**src/rtl/core/mss_pkg.sv**
```systemverilog
// shared types, constants and lookup tables for the morse symbol sequencer
package mss_pkg;

    localparam int SYM_W      = 6;
    localparam int DUR_W      = 18;
    localparam int UNIT_W     = 16;
    localparam int CNT_W      = 3;
    localparam int DASH_W     = 5;
    localparam int APB_AW     = 3;
    localparam int APB_DW     = 32;
    localparam int SYM_COUNT  = 37;

    localparam logic [SYM_W-1:0]  SYM_SPACE        = SYM_W'(36);
    localparam logic [UNIT_W-1:0] UNIT_TICKS_RESET = UNIT_W'(100);

    // register byte addresses
    localparam logic [APB_AW-1:0] ADDR_UNIT_TICKS = APB_AW'(0);

    typedef struct packed {
        logic [SYM_W-1:0] symbol;
        logic             lamp;
    } t_in_item;

    typedef struct packed {
        logic             lamp_select;
        logic             lamp_on;
        logic [DUR_W-1:0] duration;
        logic             last_segment;
    } t_out_item;

    typedef enum logic [2:0] {
        ST_IDLE,
        ST_ON,
        ST_OFF,
        ST_SPACE,
        ST_GAP
    } t_state;

    typedef enum logic [1:0] {
        SEG_MARK,
        SEG_ELEM_GAP,
        SEG_SPACE,
        SEG_CHAR_GAP
    } t_seg_kind;

    typedef struct packed {
        logic      load;
        logic      emit;
        logic      advance;
        t_seg_kind kind;
    } t_dp_cmd;

    typedef struct packed {
        logic sym_known;
        logic sym_space;
        logic last_elem;
        logic out_free;
    } t_dp_status;

    localparam logic [CNT_W-1:0] ELEM_COUNT [SYM_COUNT] = '{
        3'd2, 3'd4, 3'd4, 3'd3, 3'd1, 3'd4, 3'd3, 3'd4, 3'd2, 3'd4, 3'd3, 3'd4, 3'd2,
        3'd2, 3'd3, 3'd4, 3'd4, 3'd3, 3'd3, 3'd1, 3'd3, 3'd4, 3'd3, 3'd4, 3'd4, 3'd4,
        3'd5, 3'd5, 3'd5, 3'd5, 3'd5, 3'd5, 3'd5, 3'd5, 3'd5, 3'd5,
        3'd0
    };

    // bit i set: element i is a dash, element 0 sent first
    localparam logic [DASH_W-1:0] ELEM_DASH [SYM_COUNT] = '{
        5'h02, 5'h01, 5'h05, 5'h01, 5'h00, 5'h04, 5'h03, 5'h00, 5'h00, 5'h0E, 5'h05,
        5'h02, 5'h03, 5'h01, 5'h07, 5'h06, 5'h0B, 5'h02, 5'h00, 5'h01, 5'h04, 5'h08,
        5'h06, 5'h09, 5'h0D, 5'h03,
        5'h1F, 5'h1E, 5'h1C, 5'h18, 5'h10, 5'h00, 5'h01, 5'h03, 5'h07, 5'h0F,
        5'h00
    };

    function automatic logic [CNT_W-1:0] f_elem_count(input logic [SYM_W-1:0] sym);
        logic [CNT_W-1:0] res;
        res = '0;
        if (sym < SYM_W'(SYM_COUNT)) begin
            res = ELEM_COUNT[sym];
        end
        return res;
    endfunction

    function automatic logic [DASH_W-1:0] f_elem_dash(input logic [SYM_W-1:0] sym);
        logic [DASH_W-1:0] res;
        res = '0;
        if (sym < SYM_W'(SYM_COUNT)) begin
            res = ELEM_DASH[sym];
        end
        return res;
    endfunction

endpackage

```
**src/rtl/core/morse_symbol_sequencer.sv**
```systemverilog
// top level of the morse symbol sequencer: register port, controller and datapath
//
//  channel   direction  handshake                  payload
//  in        input      i_in_valid / o_in_stall    i_in_item  (symbol, lamp)
//  out       output     o_out_valid / i_out_stall  o_out_item (lamp_select, lamp_on,
//                                                               duration, last_segment)
//  config    input      apb write/read             unit_ticks at address 0
//
//  an item is loaded, then one segment goes out per cycle unless the output stalls:
//  a mark and a gap per element and a character gap for a letter or digit, a space
//  and a character gap for a word space; the single segment register sets this pace
//  an unknown symbol is dropped in its load cycle
//  reset clears the state machine and output valid; unit_ticks returns to 100
//  a stall on the output holds the segment and pauses the sequence
module morse_symbol_sequencer (
    input  logic                       i_clk,
    input  logic                       i_rst_n,
    input  logic                       i_in_valid,
    output logic                       o_in_stall,
    input  mss_pkg::t_in_item          i_in_item,
    output logic                       o_out_valid,
    input  logic                       i_out_stall,
    output mss_pkg::t_out_item         o_out_item,
    input  logic                       psel,
    input  logic                       penable,
    input  logic                       pwrite,
    input  logic [mss_pkg::APB_AW-1:0] paddr,
    input  logic [mss_pkg::APB_DW-1:0] pwdata,
    output logic [mss_pkg::APB_DW-1:0] prdata,
    output logic                       pready
);
    import mss_pkg::*;

    logic [UNIT_W-1:0] r_unit_ticks;
    t_dp_cmd           dp_cmd;
    t_dp_status        dp_status;

    assign pready = 1'b1;

    always_ff @(posedge i_clk) begin
        if (!i_rst_n) begin
            r_unit_ticks <= UNIT_TICKS_RESET;
        end else if (psel && penable && pwrite && (paddr == ADDR_UNIT_TICKS)) begin
            r_unit_ticks <= pwdata[UNIT_W-1:0];
        end
    end

    always_comb begin
        prdata = '0;
        if (paddr == ADDR_UNIT_TICKS) begin
            prdata = APB_DW'(r_unit_ticks);
        end
    end

    mss_ctrl u_ctrl (
        .i_clk      (i_clk),
        .i_rst_n    (i_rst_n),
        .i_in_valid (i_in_valid),
        .i_status   (dp_status),
        .o_cmd      (dp_cmd),
        .o_in_stall (o_in_stall)
    );

    mss_dp u_dp (
        .i_clk        (i_clk),
        .i_rst_n      (i_rst_n),
        .i_in_item    (i_in_item),
        .i_unit_ticks (r_unit_ticks),
        .i_cmd        (dp_cmd),
        .o_status     (dp_status),
        .o_out_valid  (o_out_valid),
        .i_out_stall  (i_out_stall),
        .o_out_item   (o_out_item)
    );

endmodule

```
**src/rtl/core/mss_ctrl.sv**
```systemverilog
// controller state machine that steps through the segments of one symbol
module mss_ctrl (
    input  logic               i_clk,
    input  logic               i_rst_n,
    input  logic               i_in_valid,
    input  mss_pkg::t_dp_status i_status,
    output mss_pkg::t_dp_cmd   o_cmd,
    output logic               o_in_stall
);
    import mss_pkg::*;

    t_state r_state;
    t_state n_state;

    always_ff @(posedge i_clk) begin
        if (!i_rst_n) begin
            r_state <= ST_IDLE;
        end else begin
            r_state <= n_state;
        end
    end

    always_comb begin
        n_state       = r_state;
        o_cmd.load    = 1'b0;
        o_cmd.emit    = 1'b0;
        o_cmd.advance = 1'b0;
        o_cmd.kind    = SEG_MARK;
        o_in_stall    = 1'b1;
        unique case (r_state)
            ST_IDLE: begin
                o_in_stall = 1'b0;
                if (i_in_valid) begin
                    o_cmd.load = 1'b1;
                    if (i_status.sym_space) begin
                        n_state = ST_SPACE;
                    end else if (i_status.sym_known) begin
                        n_state = ST_ON;
                    end
                end
            end
            ST_ON: begin
                o_cmd.kind = SEG_MARK;
                if (i_status.out_free) begin
                    o_cmd.emit = 1'b1;
                    n_state    = ST_OFF;
                end
            end
            ST_OFF: begin
                o_cmd.kind = SEG_ELEM_GAP;
                if (i_status.out_free) begin
                    o_cmd.emit    = 1'b1;
                    o_cmd.advance = 1'b1;
                    n_state       = i_status.last_elem ? ST_GAP : ST_ON;
                end
            end
            ST_SPACE: begin
                o_cmd.kind = SEG_SPACE;
                if (i_status.out_free) begin
                    o_cmd.emit = 1'b1;
                    n_state    = ST_GAP;
                end
            end
            ST_GAP: begin
                o_cmd.kind = SEG_CHAR_GAP;
                if (i_status.out_free) begin
                    o_cmd.emit = 1'b1;
                    n_state    = ST_IDLE;
                end
            end
            default: begin
                n_state = ST_IDLE;
            end
        endcase
    end

endmodule

```
**src/rtl/core/mss_dp.sv**
```systemverilog
// datapath: symbol pattern registers, element counter, duration and output register
module mss_dp (
    input  logic                          i_clk,
    input  logic                          i_rst_n,
    input  mss_pkg::t_in_item             i_in_item,
    input  logic [mss_pkg::UNIT_W-1:0]    i_unit_ticks,
    input  mss_pkg::t_dp_cmd              i_cmd,
    output mss_pkg::t_dp_status           o_status,
    output logic                          o_out_valid,
    input  logic                          i_out_stall,
    output mss_pkg::t_out_item            o_out_item
);
    import mss_pkg::*;

    logic              r_lamp;
    logic [CNT_W-1:0]  r_count;
    logic [DASH_W-1:0] r_dash;
    logic [CNT_W-1:0]  r_idx;
    logic              r_out_valid;
    t_out_item         r_out_item;

    logic [DUR_W-1:0]  unit_ext;
    logic [DUR_W-1:0]  n_duration;
    logic              n_on;
    logic              n_last;
    logic              is_dash;

    assign o_status.sym_known = (i_in_item.symbol < SYM_W'(SYM_COUNT));
    assign o_status.sym_space = (i_in_item.symbol == SYM_SPACE);
    assign o_status.last_elem = (r_idx == r_count - CNT_W'(1));
    assign o_status.out_free  = !r_out_valid || !i_out_stall;

    assign unit_ext = DUR_W'(i_unit_ticks);
    assign is_dash  = r_dash[r_idx];

    always_comb begin
        n_on       = 1'b0;
        n_last     = 1'b0;
        n_duration = unit_ext;
        case (i_cmd.kind)
            SEG_MARK: begin
                n_on       = 1'b1;
                n_duration = is_dash ? (unit_ext << 1) + unit_ext : unit_ext;
            end
            SEG_ELEM_GAP: begin
                n_duration = unit_ext;
            end
            SEG_SPACE: begin
                n_duration = unit_ext << 2;
            end
            SEG_CHAR_GAP: begin
                n_last     = 1'b1;
                n_duration = (unit_ext << 1) + unit_ext;
            end
            default: begin
                n_duration = unit_ext;
            end
        endcase
    end

    always_ff @(posedge i_clk) begin
        if (!i_rst_n) begin
            r_out_valid <= 1'b0;
        end else if (i_cmd.emit) begin
            r_out_valid <= 1'b1;
        end else if (!i_out_stall) begin
            r_out_valid <= 1'b0;
        end
    end

    always_ff @(posedge i_clk) begin
        if (i_cmd.emit) begin
            r_out_item.lamp_select  <= r_lamp;
            r_out_item.lamp_on      <= n_on;
            r_out_item.duration     <= n_duration;
            r_out_item.last_segment <= n_last;
        end
    end

    always_ff @(posedge i_clk) begin
        if (i_cmd.load) begin
            r_lamp  <= i_in_item.lamp;
            r_count <= f_elem_count(i_in_item.symbol);
            r_dash  <= f_elem_dash(i_in_item.symbol);
            r_idx   <= '0;
        end else if (i_cmd.advance) begin
            r_idx <= r_idx + CNT_W'(1);
        end
    end

    assign o_out_valid = r_out_valid;
    assign o_out_item  = r_out_item;

endmodule
```
**config.mk**
```make
export PLATFORM = sky130hd
export DESIGN_NAME = morse_symbol_sequencer
export DESIGN_NICKNAME = d
export VERILOG_FILES = /design/src/rtl/core/mss_pkg.sv /design/src/rtl/core/morse_symbol_sequencer.sv /design/src/rtl/core/mss_ctrl.sv /design/src/rtl/core/mss_dp.sv
export SDC_FILE = /design/constraint.sdc
export NUM_CORES = 1
export LEC_CHECK = 0
export BUFFER_PORTS_ARGS = -buffer_cell sky130_fd_sc_hd__buf_2
export CORE_UTILIZATION = 40
export DETAILED_ROUTE_END_ITERATION = 7
export GPL_TIMING_DRIVEN = 0
export PLACE_DENSITY = 0.76
export REMOVE_ABC_BUFFERS = 1
export SLEW_MARGIN = 20
export SYNTH_ARGS = -nofsm -noshare
export SYNTH_HDL_FRONTEND = slang
export SYNTH_SLANG_ARGS = --single-unit
```
**constraint.sdc**
```tcl
create_clock -name i_clk -period 3.1 [get_ports i_clk]
set_input_delay 0.62 -clock i_clk [delete_from_list [all_inputs] [get_ports i_clk]]
set_output_delay 0.62 -clock i_clk [all_outputs]
set_load 0.005 [all_outputs]
```
# Word level (Yosys, flattened, before mapping)

Memory sizes are Yosys's and may differ from the RTL's. A register that Yosys moved wholly into a read port is not among the register bits.
Index checks and enable logic that the tools add are counted.

Magnitude comparators: 2
Bitwise gates (word level): 1
Add/sub/neg operators: 3
Reductions and logical operators: 13
Muxes and demuxes: 26
Eq/ne operators: 16

Operators with widths:

| operator                                            | count |
|---|---|
| case mux 18 bit (4 select lines)                    | 1 |
| two-way mux 3 bit                                   | 8 |
| adder 17 x 16 -> 18 bit                             | 1 |
| two-way mux 18 bit                                  | 1 |
| two-way mux 16 bit                                  | 1 |
| case mux 3 bit (5 select lines)                     | 1 |
| two-way mux 1 bit                                   | 10 |
| != test 2 bit, second input constant                | 5 |
| inverter 6 -> 7 bit                                 | 1 |
| equality test 3 x 2 -> 1 bit, second input constant | 2 |
| equality test 6 bit, second input constant          | 1 |
| zero test 3 bit                                     | 2 |
| < comparator 6 bit, second input constant           | 1 |
| case mux 2 bit (3 select lines)                     | 1 |
| AND reduction 6 bit                                 | 1 |
| equality test 2 bit, second input constant          | 2 |
| zero test 1 bit                                     | 4 |
| < comparator 3 x 4 -> 1 bit, second input constant  | 1 |
| adder 3 x 1 -> 3 bit, second input constant         | 1 |
| binary-select mux 1 bit (select 3 bit)              | 1 |
| equality test 3 x 1 -> 1 bit, second input constant | 1 |
| equality test 3 bit                                 | 1 |
| equality test 3 bit, second input constant          | 1 |
| logical AND 1 bit                                   | 3 |
| other kinds (9)                                     | 9 |

Bits in registers: 45
Logic and storage cells: 72
Output and inout bits: 56
Input port bits: 49
ROM bits: 512
Memories: 2

Memories:

| name            | depth | bits a word | rd ports | clocked after Yosys merged registers in | wr ports | RTL line      | text |
|---|---|---|---|---|---|---|---|
| (no name shown) | 64    | 5           | 1        | 1                                       | 0        | mss_pkg.sv:89 | `res = ELEM_DASH[sym];` |
| (no name shown) | 64    | 3           | 1        | 1                                       | 0        | mss_pkg.sv:80 | `res = ELEM_COUNT[sym];` |

# Longest topological paths before layout

Gate-level depths: netlist of run 1.

Depth in word-level cells: 5
Mapped depth: 9

# Cells and area by module

From an unflattened synthesis of run 1, not the netlist that was laid out.

Cells, all modules: 430
Area, all modules: 3905.0 um^2

By module, submodules not included:

| module                 | area each (um^2) | sequential area each (um^2) | instances | cells each |
|---|---|---|---|---|
| mss_dp                 | 2720.1           | 980.9                       | 1         | 287 |
| morse_symbol_sequencer | 925.9            | 320.3                       | 1         | 109 |
| mss_ctrl               | 259.0            | 60.1                        | 1         | 34 |

# Worst setup path before layout of run 1

OpenSTA, ideal clock, no wires.

Kind: flip-flop to flip-flop
Start: register u_ctrl.r_state[0]
End: register u_dp.r_out_item, in the netlist u_dp.o_out_item[0], enable pin
Required time: 2.694 ns
Setup time: 0.406 ns
Stages on the path, launching flop included: 6
Setup slack: 0.770 ns
Arrival time: 1.924 ns
Cells stage by stage: dfxtp_1 -> clkbuf_1 -> nor2_1 -> nand2_1 -> nand2_1 -> a21oi_1

RTL lines:

| element                  | RTL line       | text |
|---|---|---|
| start: declaration       | mss_ctrl.sv:12 | `t_state r_state;` |
| start signal: assignment | mss_ctrl.sv:19 | `r_state <= n_state;` |
| end: declaration         | mss_dp.sv:20   | `t_out_item r_out_item;` |

# Final worst setup path of run 1

Start: register r_unit_ticks[1]
End: register u_dp.r_out_item, in the netlist u_dp.o_out_item[10] (data pin)

Cells in the longest elaborated chain, start to end: 3

Ends and longest elaborated chain:

| element                            | RTL line                     | text |
|---|---|---|
| start: declaration                 | morse_symbol_sequencer.sv:34 | `logic [UNIT_W-1:0] r_unit_ticks;` |
| start signal: assignment           | morse_symbol_sequencer.sv:44 | `r_unit_ticks <= pwdata[UNIT_W-1:0];` |
| adder 17 x 16 -> 18 bit *          | mss_dp.sv:43, mss_dp.sv:53   |  |
| two-way mux 18 bit                 | mss_dp.sv:43                 | `n_duration = is_dash ? (unit_ext << 1) + unit_ext : unit_ext;` |
| case mux 18 bit (4 select lines) * | mss_dp.sv:40                 | `case (i_cmd.kind)` |
| named net u_dp.n_duration[9]       | mss_dp.sv:23                 | `logic [DUR_W-1:0] n_duration;` |

Mark *: on every way through the listed nets, which the timed path passes. The rest lies on a longest branch.
A chain may end at the register's enable or synchronous reset.

==> summary.md, run 1 <==
| Metric | Value |
|---|---|
| Core box area | 8890 µm² |
| Initial Util | 42.2% |
| Vias in the first global route | 2935 |
| Crit end category | flip-flop |
| R2R Setup Slk | 0.45 ns |
| Total Wirelength | between 8000 and 9000 µm |
| Yosys warns | 0 |
| Post-CTS Hold Buffers | 0 |
| Most frequent cells after synthesis | nand2_1, edfxtp_1, nor2_1, a21oi_1 |
| Peak supply drop | 0.165 mV |
| First-pass GRT wire length | 13700 µm |
| RSZ-0062 raised after global routing | no |
| PortBufs | 71 |
| CP Data Arrival Time | 2.71 ns |
| FMAX | 378 MHz |
| Delay-heaviest family, CP | compound AO/OA/AOI/OAI gates |
| Maximum number of pins on one net before global-route repair | 26 |
| CTS resizes | 0 |
| Post-synthesis simple-gate area fraction | 19.2% |
| Syn_area_per_cell | 8.76 µm² |
| Area contributors post-synth | edfxtp_1, dfxtp_1, ha_1 |
| Slew Viols, Final | 0 |
| R2R Path End | u_dp.o_out_item[10] |
| Main synth FF type | edfxtp_1 |
| Num Clock Sinks | 53 |
| Iter 0 DRT Violations | between 100 and 150 |
| Antenna Nets Post-Route | 0 |
| FFs w/ async S/R, synth | 0% |
| Drt via density | 5.41 |
| Final Wtd Congestion | 0.874 |
| WHS Path Cells | 0 |
| Number of diodes | 0 |
| Post-route clock skew | 0.00565 ns |
| Seq cells post-synth | 53 |
| TritonCTS clock tree | built |
| Crit Path Max Fanout | 6 |
| Fillers | 883 |
| Area share of fa/ha/maj cells after synthesis | just over 8% |
| Final net count | 558 |
| First drt pass iteration count | 4 |
| Clock Latency Late Sink | approximately 0.30 ns |
| PwrDens | 382 nW/µm² |
| Largest family of logic cells by synthesized area | compound AO/OA/AOI/OAI gates |
| Compound-Gate Fraction of Synth Area | 23.5% |
| DR WL/cell | ~14 µm |
| Total gr overflow | 0 |
| Critical hold path startpoint | u_dp.r_lamp |
| CP required | 3.16 ns |
| Cell variety after synth | 58 |
| Residual DRC | 0 |
| Root Driver | clkbuf_8 |
| Vias | ~3.2k |
| Row count | 34 |
| Cells along the critical path | ha_1 -> inv_1 -> fa_1 -> nor2b_1 -> o2111ai_1 -> a31oi_1 -> o21a_1 -> nor3_1 -> a221o_1 |
| Setup TNS | 0 ns |
| Mapped Cells | 428 |
| Most frequent cell after synthesis | nand2_1 |
| Post-Synth XOR/XNOR Area | 3.74% |
| Boundary pin count | 105 |
| All-Layer GR Usage | 17.3% |
| Fin. Hold Viols | 0 |
| FF-to-FF Start | r_unit_ticks[1] |
| Die width | approximately 100 µm |
| Post-CTS Setup Repair Bufs | 0 |
| Sequential cell area fraction in the yosys report | between 30% and 40% |
| Post-route minimum period | between 2 and 3 ns |
| Yosys top cell area share | 24.0% |
| Yosys top cell by area | edfxtp_1 |
| Relative slew margins | 30.9% |
| Worst-Margin Slew | 1.03 ns |
| Worst setup path class | reg -> reg |
| Cells after DPL | 586 |
| Multiplexer share of the synthesized area | 1.33% |
| Final setup fails | 0 |
| Cell Area, Synth | 3750 µm² |
| Crit path largest cell delay | 0.43 ns |
| CP bufs+invs | 1 |
| Clock Pin Slew Worst Setup and Hold Paths | roughly 0.090 ns |
| Initial antenna violation count | 0 |
| Num CTS Buffers | 5 |
| Final Instance Count excl. Fillers | 594 |
| Area grow syn2layout | 11.5% |
| Leak Pwr | 1.70 nW |
| Worst Reg-to-Reg Cells | 9 |
| Hold EP | u_dp.o_out_item[20] |
| Clock buffer depth | 2 |
| Final Cycle Share | 85.4% |
| DP HPWL | roughly 6300 µm |
| CP max-delay cell | dfxtp_1 |
| Hold WC Path Type | reg -> reg |
| Die height | 98.8 µm |
| H-tree levels | 2 |
| DIE AREA | 9770 µm² |
| Startpoint types | flip-flop |
| Max Cap Violations | 0 |
| EDFF count, synth | 30 |
| Fraction of layout cells with a size suffix above 1 | between 10% and 20% |
| Outcome | complete, no violations |
-- layer usage --
metal	wire length [µm]	part of all wire (%)	vias to the layer above	global-route usage [%]
li1	-	-	1634	-
met1	3620	44	1483	21.0
met2	4080	50	89	31.1
met3	415	5.0	10	2.62
met4	110	1.3	0	5.63
met5	0	0	-	0
-- cells in the final DEF (no fill, tap or decap), types with 14 or more instances in the layout --
cell type,n
o21ai_0,20
and2_1,20
inv_1,18
nand3_1,14
buf_2,71
edfxtp_1,30
nor2_1,26
conb_1,17
a21boi_0,15
ha_1,23
dfxtp_1,23
a21oi_1,24
nand2_1,56
-- worst register-to-register path, stage by stage (launching register included) --
cell and delay, ns:
dfxtp_1 0.43, ha_1 0.26, inv_1 0.07, fa_1 0.38
nor2b_1 0.21, o2111ai_1 0.21, a31oi_1 0.37, o21a_1 0.16
nor3_1 0.04, a221o_1 0.27
-- where the power goes --
part | internal [mW] | switching (mW) | leakage, nW | total [mW]
sequential | 0.826 | 0.0304 | 0.470 | 0.856
combinational | 0.138 | 0.210 | 1.19 | 0.348
clock | 0.183 | 0.211 | 0.0455 | 0.394
total | 1.15 | 0.452 | 1.70 | 1.60
-- kinds of logic after synthesis --
kind of cell,Yosys count
xor gates and xnor gates,16
muxes,5
AOI/OAI and AO/OA,123
other,2
buffers and inverters,54
DFF,53
and+or+nand+nor,151
adders and majority gates,24
-- how the worst max path moves through the flow --
stage,cells after the start,start,slack [ns],to
after global routing,9,r_unit_ticks[1],0.29,u_dp.o_out_item[16]
after global placement,4,u_ctrl.r_state[2],0.23,u_dp.o_out_item[2]
after detailed placement,5,paddr[1],0.19,r_unit_ticks[4]
after CTS,9,r_unit_ticks[1],0.48,u_dp.o_out_item[10]
final,9,r_unit_ticks[1],0.45,u_dp.o_out_item[10]
after floorplan,4,u_ctrl.r_state[2],0.82,u_dp.o_out_item[0]
-- per-stage QoR --
stage | power (mW) | worst slack, ns | hold WS, ns | util, % | area [µm²]
5_1_grt | 1.69 | 0.292 | 0.433 | 47.1 | 4180
6_report | 1.60 | 0.453 | 0.427 | 47.1 | 4180
2_1_floorplan | 1.08 | 0.822 | 0.400 | - | 3590
3_5_place_dp | 1.23 | 0.195 | 0.410 | 46.0 | 4090
3_3_place_gp | 1.21 | 0.226 | 0.406 | 45.9 | 4080
4_1_cts | 1.62 | 0.476 | 0.431 | 47.1 | 4180
-- registers in the layout, summed over array words and instances (netlist names) --
| signal | cells |
|---|---|
| u_dp.r_lamp | 1 |
| u_dp.o_out_valid | 1 |
| u_ctrl.r_state | 3 |
| u_dp.r_idx | 3 |
| u_dp.r_dash | 5 |
| r_unit_ticks | 16 |
| u_dp.o_out_item | 21 |
| u_dp.r_count | 3 |
-- area by class of cell --
cell class / instances / area, µm² / area share, %
clock buffers: 8 / 90.1 / 2.15
well taps: 108 / 135 / 3.23
repair buffers: 71 / 355 / 8.49
flip-flops and latches: 53 / 1360 / 32.5
multi-input cells: 336 / 2170 / 52.0
inverters: 18 / 67.6 / 1.61
Note: power is estimated with default switching activity, not from simulation.
==> run 2: changes to the inputs <==
--- a/config.mk
+++ b/config.mk
@@ -10,7 +10,6 @@
 export DETAILED_ROUTE_END_ITERATION = 7
 export GPL_TIMING_DRIVEN = 0
 export PLACE_DENSITY = 0.76
-export REMOVE_ABC_BUFFERS = 1
 export SLEW_MARGIN = 20
 export SYNTH_ARGS = -nofsm -noshare
 export SYNTH_HDL_FRONTEND = slang
==> run 2 against run 1 <==
  * Final cell count up 5.4%
  * Clock skew up 0.00097 ns
  * Critical endpoint unchanged
  * Clock-buffer cell count unchanged
  * The run now ends with design-rule violations left
  * Combinational power up 12%
  * Core utilization up 2.2 points
  * First-iteration DRC count up 40%
  * Via count up 6.1%
==> summary.md, run 2 (synthesized netlist as in run 1, its figures left out) <==
| Metric | Value |
|---|---|
| Iter 0 DRT Violations | 171 |
| Outcome | finished with violations |
| FF/Latch Area | 1360 µm² |
| Row count | 34 |
| Num Clock Sinks | 53 |
| Vias in the first global route | 3348 |
| Number of diodes | 0 |
| Setup TNS | 0 ns |
| FMAX | 367 MHz |
| Clock buffer depth | 2 |
| Initial antenna violation count | 0 |
| DP HPWL | 6970 µm |
| Hold WC Path Type | reg -> reg |
| Cells after DPL | 618 |
| Comb pwr share | 23.8% |
| Max Cap Violations | 0 |
| H-tree levels | 2 |
| Total Wirelength | 9160 µm |
| Die width | a little under 100 µm |
| Total gr overflow | 0 |
| Worst-Margin Slew | 0.737 ns |
| PortBufs | between 60 and 70 |
| Flop pwr share | 51.8% |
| Fin. Hold Viols | 0 |
| First-pass GRT wire length | around 16000 µm |
| RSZ-0062 raised after global routing | no |
| Worst setup path class | reg -> reg |
| Final net count | 590 |
| Drt via density | between 5 and 6 |
| Startpoint types | flip-flop |
| DIE AREA | 9770 µm² |
| CP Data Arrival Time | 2.79 ns |
| Slew Viols, Final | 0 |
| Core box area | 8890 µm² |
| WHS | 0.431 ns |
| Max reg flops | 21 |
| Clock Latency Late Sink | 0.30 ns |
| Root Driver | clkbuf_8 |
| All-Layer GR Usage | around a fifth |
| WHS Path Cells | 0 |
| Antenna Nets Post-Route | 0 |
| Vias | 3411 |
| Fillers | 840 |
| Post-Place Setup Slack | 0.420 ns |
| Switching share of power | 28.7% |
| Violated checks | design-rule violations |
| Die height | between 90 and 100 µm |
| Post-CTS Hold Buffers | 0 |
| Clock Pin Slew Worst Setup and Hold Paths | 0.09 ns |
| Post-route clock skew | 0.00662 ns |
| Crit Path Max Fanout | 6 |
| CP required | 3.16 ns |
| Area of the multi-input gates | 2170 µm² |
| Total power | 1.64 mW |
| Internal | 1.17 mW |
| Num CTS Buffers | 5 |
| Worst Reg-to-Reg Cells | 9 |
| Most common cell after layout, fill and taps aside | buf_2 |
| Relative slew margins | 50.8% |
| Final setup margin | 0.376 ns |
| DR WL/cell | 14.6 µm |
| First drt pass iteration count | 7 |
| Final Wtd Congestion | ~0.95 |
| Peak supply drop | 0.191 mV |
| TritonCTS clock tree | built |
| Area grow syn2layout | 16.7% |
| Leak Pwr | 1.83 nW |
| Fraction of layout cells with a size suffix above 1 | a little over a fifth |
| PwrDens | 375 nW/µm² |
| Maximum number of pins on one net before global-route repair | 22 |
| Crit end category | flip-flop |
| Post-CTS Setup Repair Bufs | 0 |
| Post-route minimum period | roughly 2.7 ns |
| CTS resizes | 0 |
| Clk pwr share | 24.4% |
| Final Cycle Share | 87.9% |
| Final setup fails | 0 |
| Boundary pin count | between 100 and 150 |
| Final Instance Count excl. Fillers | 626 |
| Commonest non-fill, non-tap cells in the layout | buf_2, nand2_1, edfxtp_1, nor2_1, a21oi_1 |
| Net Sw Power | 0.471 mW |
| Initial Util | 42.2% |
| Residual DRC | 1 |
run 2: changes by cell type in the layout (fill, tap and decap cells not counted), sizes merged:
cell,delta
clkbuf,+10
buf,+22
run 2: worst max-delay path: stages (launching register included):
cell       delay [ns]
dfxtp_1          0.47
ha_1             0.26
inv_1            0.07
fa_1             0.37
nor2b_1          0.22
o2111ai_1        0.24
a31oi_1          0.37
o21a_1           0.15
nor3_1           0.05
a221o_1          0.27
run 2: area by class of cell:
| type | count | share of cell area [%] |
|---|---|---|
| multi-input combinational | 336 | 49.7 |
| sequential | 53 | 31.1 |
| timing repair buffer | 67 | 7.66 |
| buffer | 36 | 4.91 |
| tap | 108 | 3.09 |
| clock buffer | 8 | 2.06 |
| inverter | 18 | 1.54 |
run 2: routing by layer:
layer	track usage, %	up-vias	routed length (µm)
met5	0	-	0
met1	22.2	1609	3760
met2	36.8	98	4830
li1	-	1688	-
met3	3.12	16	396
met4	7.81	0	171
run 2: per-stage QoR:
stage / utilization (%) / instance area [µm²]
after global placement: 48.1 / 4280
after global routing: 49.3 / 4380
after floorplan: - / 3810
final: 49.3 / 4380
after detailed placement: 48.2 / 4290
after CTS: 49.3 / 4380
run 2: power groups by stage:
stage          Clock [mW]  Combinational (mW)  Sequential, mW
2_1_floorplan           0               0.250           0.871
3_3_place_gp            0               0.374           0.865
3_5_place_dp            0               0.388           0.867
4_1_cts             0.410               0.390           0.850
5_1_grt             0.443               0.434           0.857
6_report            0.401               0.390           0.850
run 2: path summary, 6_finish.rpt:
check | from | endpoint | slack (ns)
worst max-delay path | r_unit_ticks[1] | u_dp.o_out_item[10] | 0.38
worst min-delay path | u_dp.r_lamp | u_dp.o_out_item[20] | 0.43
worst max register to register | r_unit_ticks[1] | u_dp.o_out_item[10] | 0.38
worst min register to register | u_dp.r_lamp | u_dp.o_out_item[20] | 0.43
==> run 3: changes to the inputs <==
--- a/config.mk
+++ b/config.mk
@@ -5,6 +5,7 @@
 export SDC_FILE = /design/constraint.sdc
 export NUM_CORES = 1
 export LEC_CHECK = 0
+export ABC_AREA = 1
 export BUFFER_PORTS_ARGS = -buffer_cell sky130_fd_sc_hd__buf_2
 export CORE_UTILIZATION = 40
 export DETAILED_ROUTE_END_ITERATION = 7
==> run 3 against run 2 <==
  * The run now ends clean
  * Critical path depth shrank 3
  * Clock skew hardly changed
  * Register-to-register slack improved by 0.58 ns
  * Synthesized area up 3.1%
  * Sequential share of layout area fell by 0.96 points
  * Clock power fell by 2%
  * Setup slack better by 0.21 ns
  * Sequential cell count stayed put
  * Power is 59% higher
  * Die area grew 3.0%
==> summary.md, run 3 <==
| Metric | Value |
|---|---|
| Total Wirelength | about 9600 µm |
| Mapped Cells | 516 |
| Die height | around 100 µm |
| FF-to-FF Start | r_unit_ticks[1] |
| Crit end category | output port |
| Antenna Nets Post-Route | 0 |
| Num Clock Sinks | 53 |
| Vias | 3654 |
| Row count | 35 |
| Initial Util | about two fifths |
| Post-route minimum period | 2.51 ns |
| R2R Path End | u_dp.o_out_item[14] |
| First drt pass iteration count | 5 |
| Vias in the first global route | 3375 |
| Num CTS Buffers | 5 |
| Most frequent cells after synthesis | nand2_1, inv_1, a21oi_1, nor2_1, nand3_1 |
| Final net count | between 600 and 700 |
| Fin. Hold Viols | 0 |
| PwrDens | roughly 580 nW/µm² |
| Final setup fails | 0 |
| Fraction of layout cells with a size suffix above 1 | 20.4% |
| Peak supply drop | 0.243 mV |
| Leak Pwr | 2.23 nW |
| Sequential cell area fraction in the yosys report | a little over a third |
| Post-Place Setup Slack | 0.619 ns |
| All-Layer GR Usage | 19.2% |
| Syn_area_per_cell | 7.49 µm² |
| Most common cell after layout, fill and taps aside | nand2_1 |
| TritonCTS clock tree | built |
| Number of diodes | 0 |
| Commonest non-fill, non-tap cells in the layout | nand2_1, buf_2, inv_1, a21oi_1, nor2_1 |
| Critical hold path startpoint | u_dp.r_lamp |
| Clock Pin Slew Worst Setup and Hold Paths | 0.09 ns |
| EDFF count, synth | 30 |
| FFs w/ async S/R, synth | 0% |
| Final Instance Count excl. Fillers | 737 |
| Clock buffer depth | 2 |
| PortBufs | 69 |
| Fillers | 921 |
| DR WL/cell | 13.1 µm |
| Total gr overflow | 0 |
| Yosys warns | 0 |
| Relative slew margins | 40.7% |
| CP Data Arrival Time | approximately 1.9 ns |
| Most frequent cell after synthesis | nand2_1 |
| DP HPWL | ~8000 µm |
| Setup TNS | 0 ns |
| Yosys top cell area share | 23.3% |
| Worst Reg-to-Reg Cells | 9 |
| First-pass GRT wire length | 15400 µm |
| Cell variety after synth | 47 |
| Final Cycle Share | 81.0% |
| WHS Path Cells | 0 |
| Final Wtd Congestion | 0.923 |
| Final setup margin | a little under 0.6 ns |
| Post-CTS Setup Repair Bufs | 0 |
| Max reg flops | 21 |
| Max Cap Violations | 0 |
| Outcome | complete, no violations |
| Slew Viols, Final | 0 |
| Area contributors post-synth | edfxtp_1, dfxtp_1, nand2_1 |
| Worst-Margin Slew | 0.888 ns |
| Boundary pin count | 105 |
| Core box area | 9280 µm² |
| H-tree levels | 2 |
| Worst setup path class | in -> out |
| Hold WC Path Type | reg -> reg |
| Root Driver | clkbuf_8 |
| WHS | between 0.4 and 0.5 ns |
| FMAX | 398 MHz |
| RSZ-0062 raised after global routing | no |
| Design Area, Final | 4520 µm² |
| CP required | 2.48 ns |
| Post-CTS Hold Buffers | 0 |
| Seq cells post-synth | 53 |
| R2R Setup Slk | 0.96 ns |
| Die width | 100 µm |
| CTS resizes | 0 |
| Drt via density | 4.96 |
| Iter 0 DRT Violations | around 130 |
| Maximum number of pins on one net before global-route repair | 22 |
| Cells after DPL | 729 |
| Hold EP | u_dp.o_out_item[20] |
| Post-route clock skew | approximately 0.0071 ns |
| Clock Latency Late Sink | a little over 0.3 ns |
| Initial antenna violation count | 0 |
| Residual DRC | 0 |
| Crit Path Max Fanout | 10 |
| Cell Area, Placed | 4430 µm² |
| Startpoint types | input port |
| Yosys top cell by area | edfxtp_1 |
| DIE AREA | between 10000 and 15000 µm² |
| Cell Area, Synth | 3870 µm² |
| Area grow syn2layout | 16.9% |
| Main synth FF type | edfxtp_1 |
==> run 3: final cells by class <==
type	count	area (µm²)	share of cell area (%)
clock buffers	5	68.8	1.52
plain buffers	28	210	4.65
multi-input cells	377	2070	45.9
repair buffers	69	345	7.64
inverters	73	277	6.12
flip-flops and latches	53	1360	30.1
clock inverters	3	21.3	0.471
well taps	129	161	3.57
==> run 3: logic make-up after synthesis <==
logic type | synth area share (%)
other | 0.194
AO/OA/AOI/OAI | 17.5
XOR/XNOR | 2.27
AND/OR/NAND/NOR | 24.0
multiplexers | 0.259
buffers and inverters | 12.6
flip-flops | 35.2
adder cells (fa/ha/maj) | 7.96
==> run 3: routing by layer <==
| metal | track usage [%] | share of wire, % |
|---|---|---|
| met3 | 2.23 | 5.4 |
| met4 | 7.25 | 2.8 |
| met2 | 36.9 | 52 |
| met1 | 21.5 | 40 |
| met5 | 0 | 0 |
==> run 3: how the worst max path moves through the flow <==
| stage | endpoint | startpoint | slack [ns] | cells after the start |
|---|---|---|---|---|
| global route | prdata[11] | paddr[1] | 0.55 | 6 |
| floorplan | prdata[10] | paddr[1] | 1.03 | 4 |
| finish | prdata[11] | paddr[1] | 0.59 | 6 |
| CTS | prdata[11] | paddr[1] | 0.62 | 6 |
| detailed placement | prdata[11] | paddr[1] | 0.62 | 6 |
| global placement | prdata[11] | paddr[1] | 0.63 | 6 |
==> run 3: stage by stage <==
step	utilization [%]	total power [mW]
floorplan	-	1.83
global placement	47.7	2.21
detailed placement	47.7	2.23
CTS	48.7	2.62
global route	48.7	2.79
finish	48.7	2.60
==> run 3: where the power goes <==
| part | internal, mW | switching, mW |
|---|---|---|
| Sequential | 1.04 | 0.0772 |
| Clock | 0.161 | 0.232 |
| Combinational | 0.378 | 0.710 |
==> run 3: critical path, stage by stage <==
cell and delay [ns]:
buf_2 0.09, or3_1 0.37, buf_6 0.15, clkbuf_1 0.26
nor2_1 0.24, buf_2 0.15
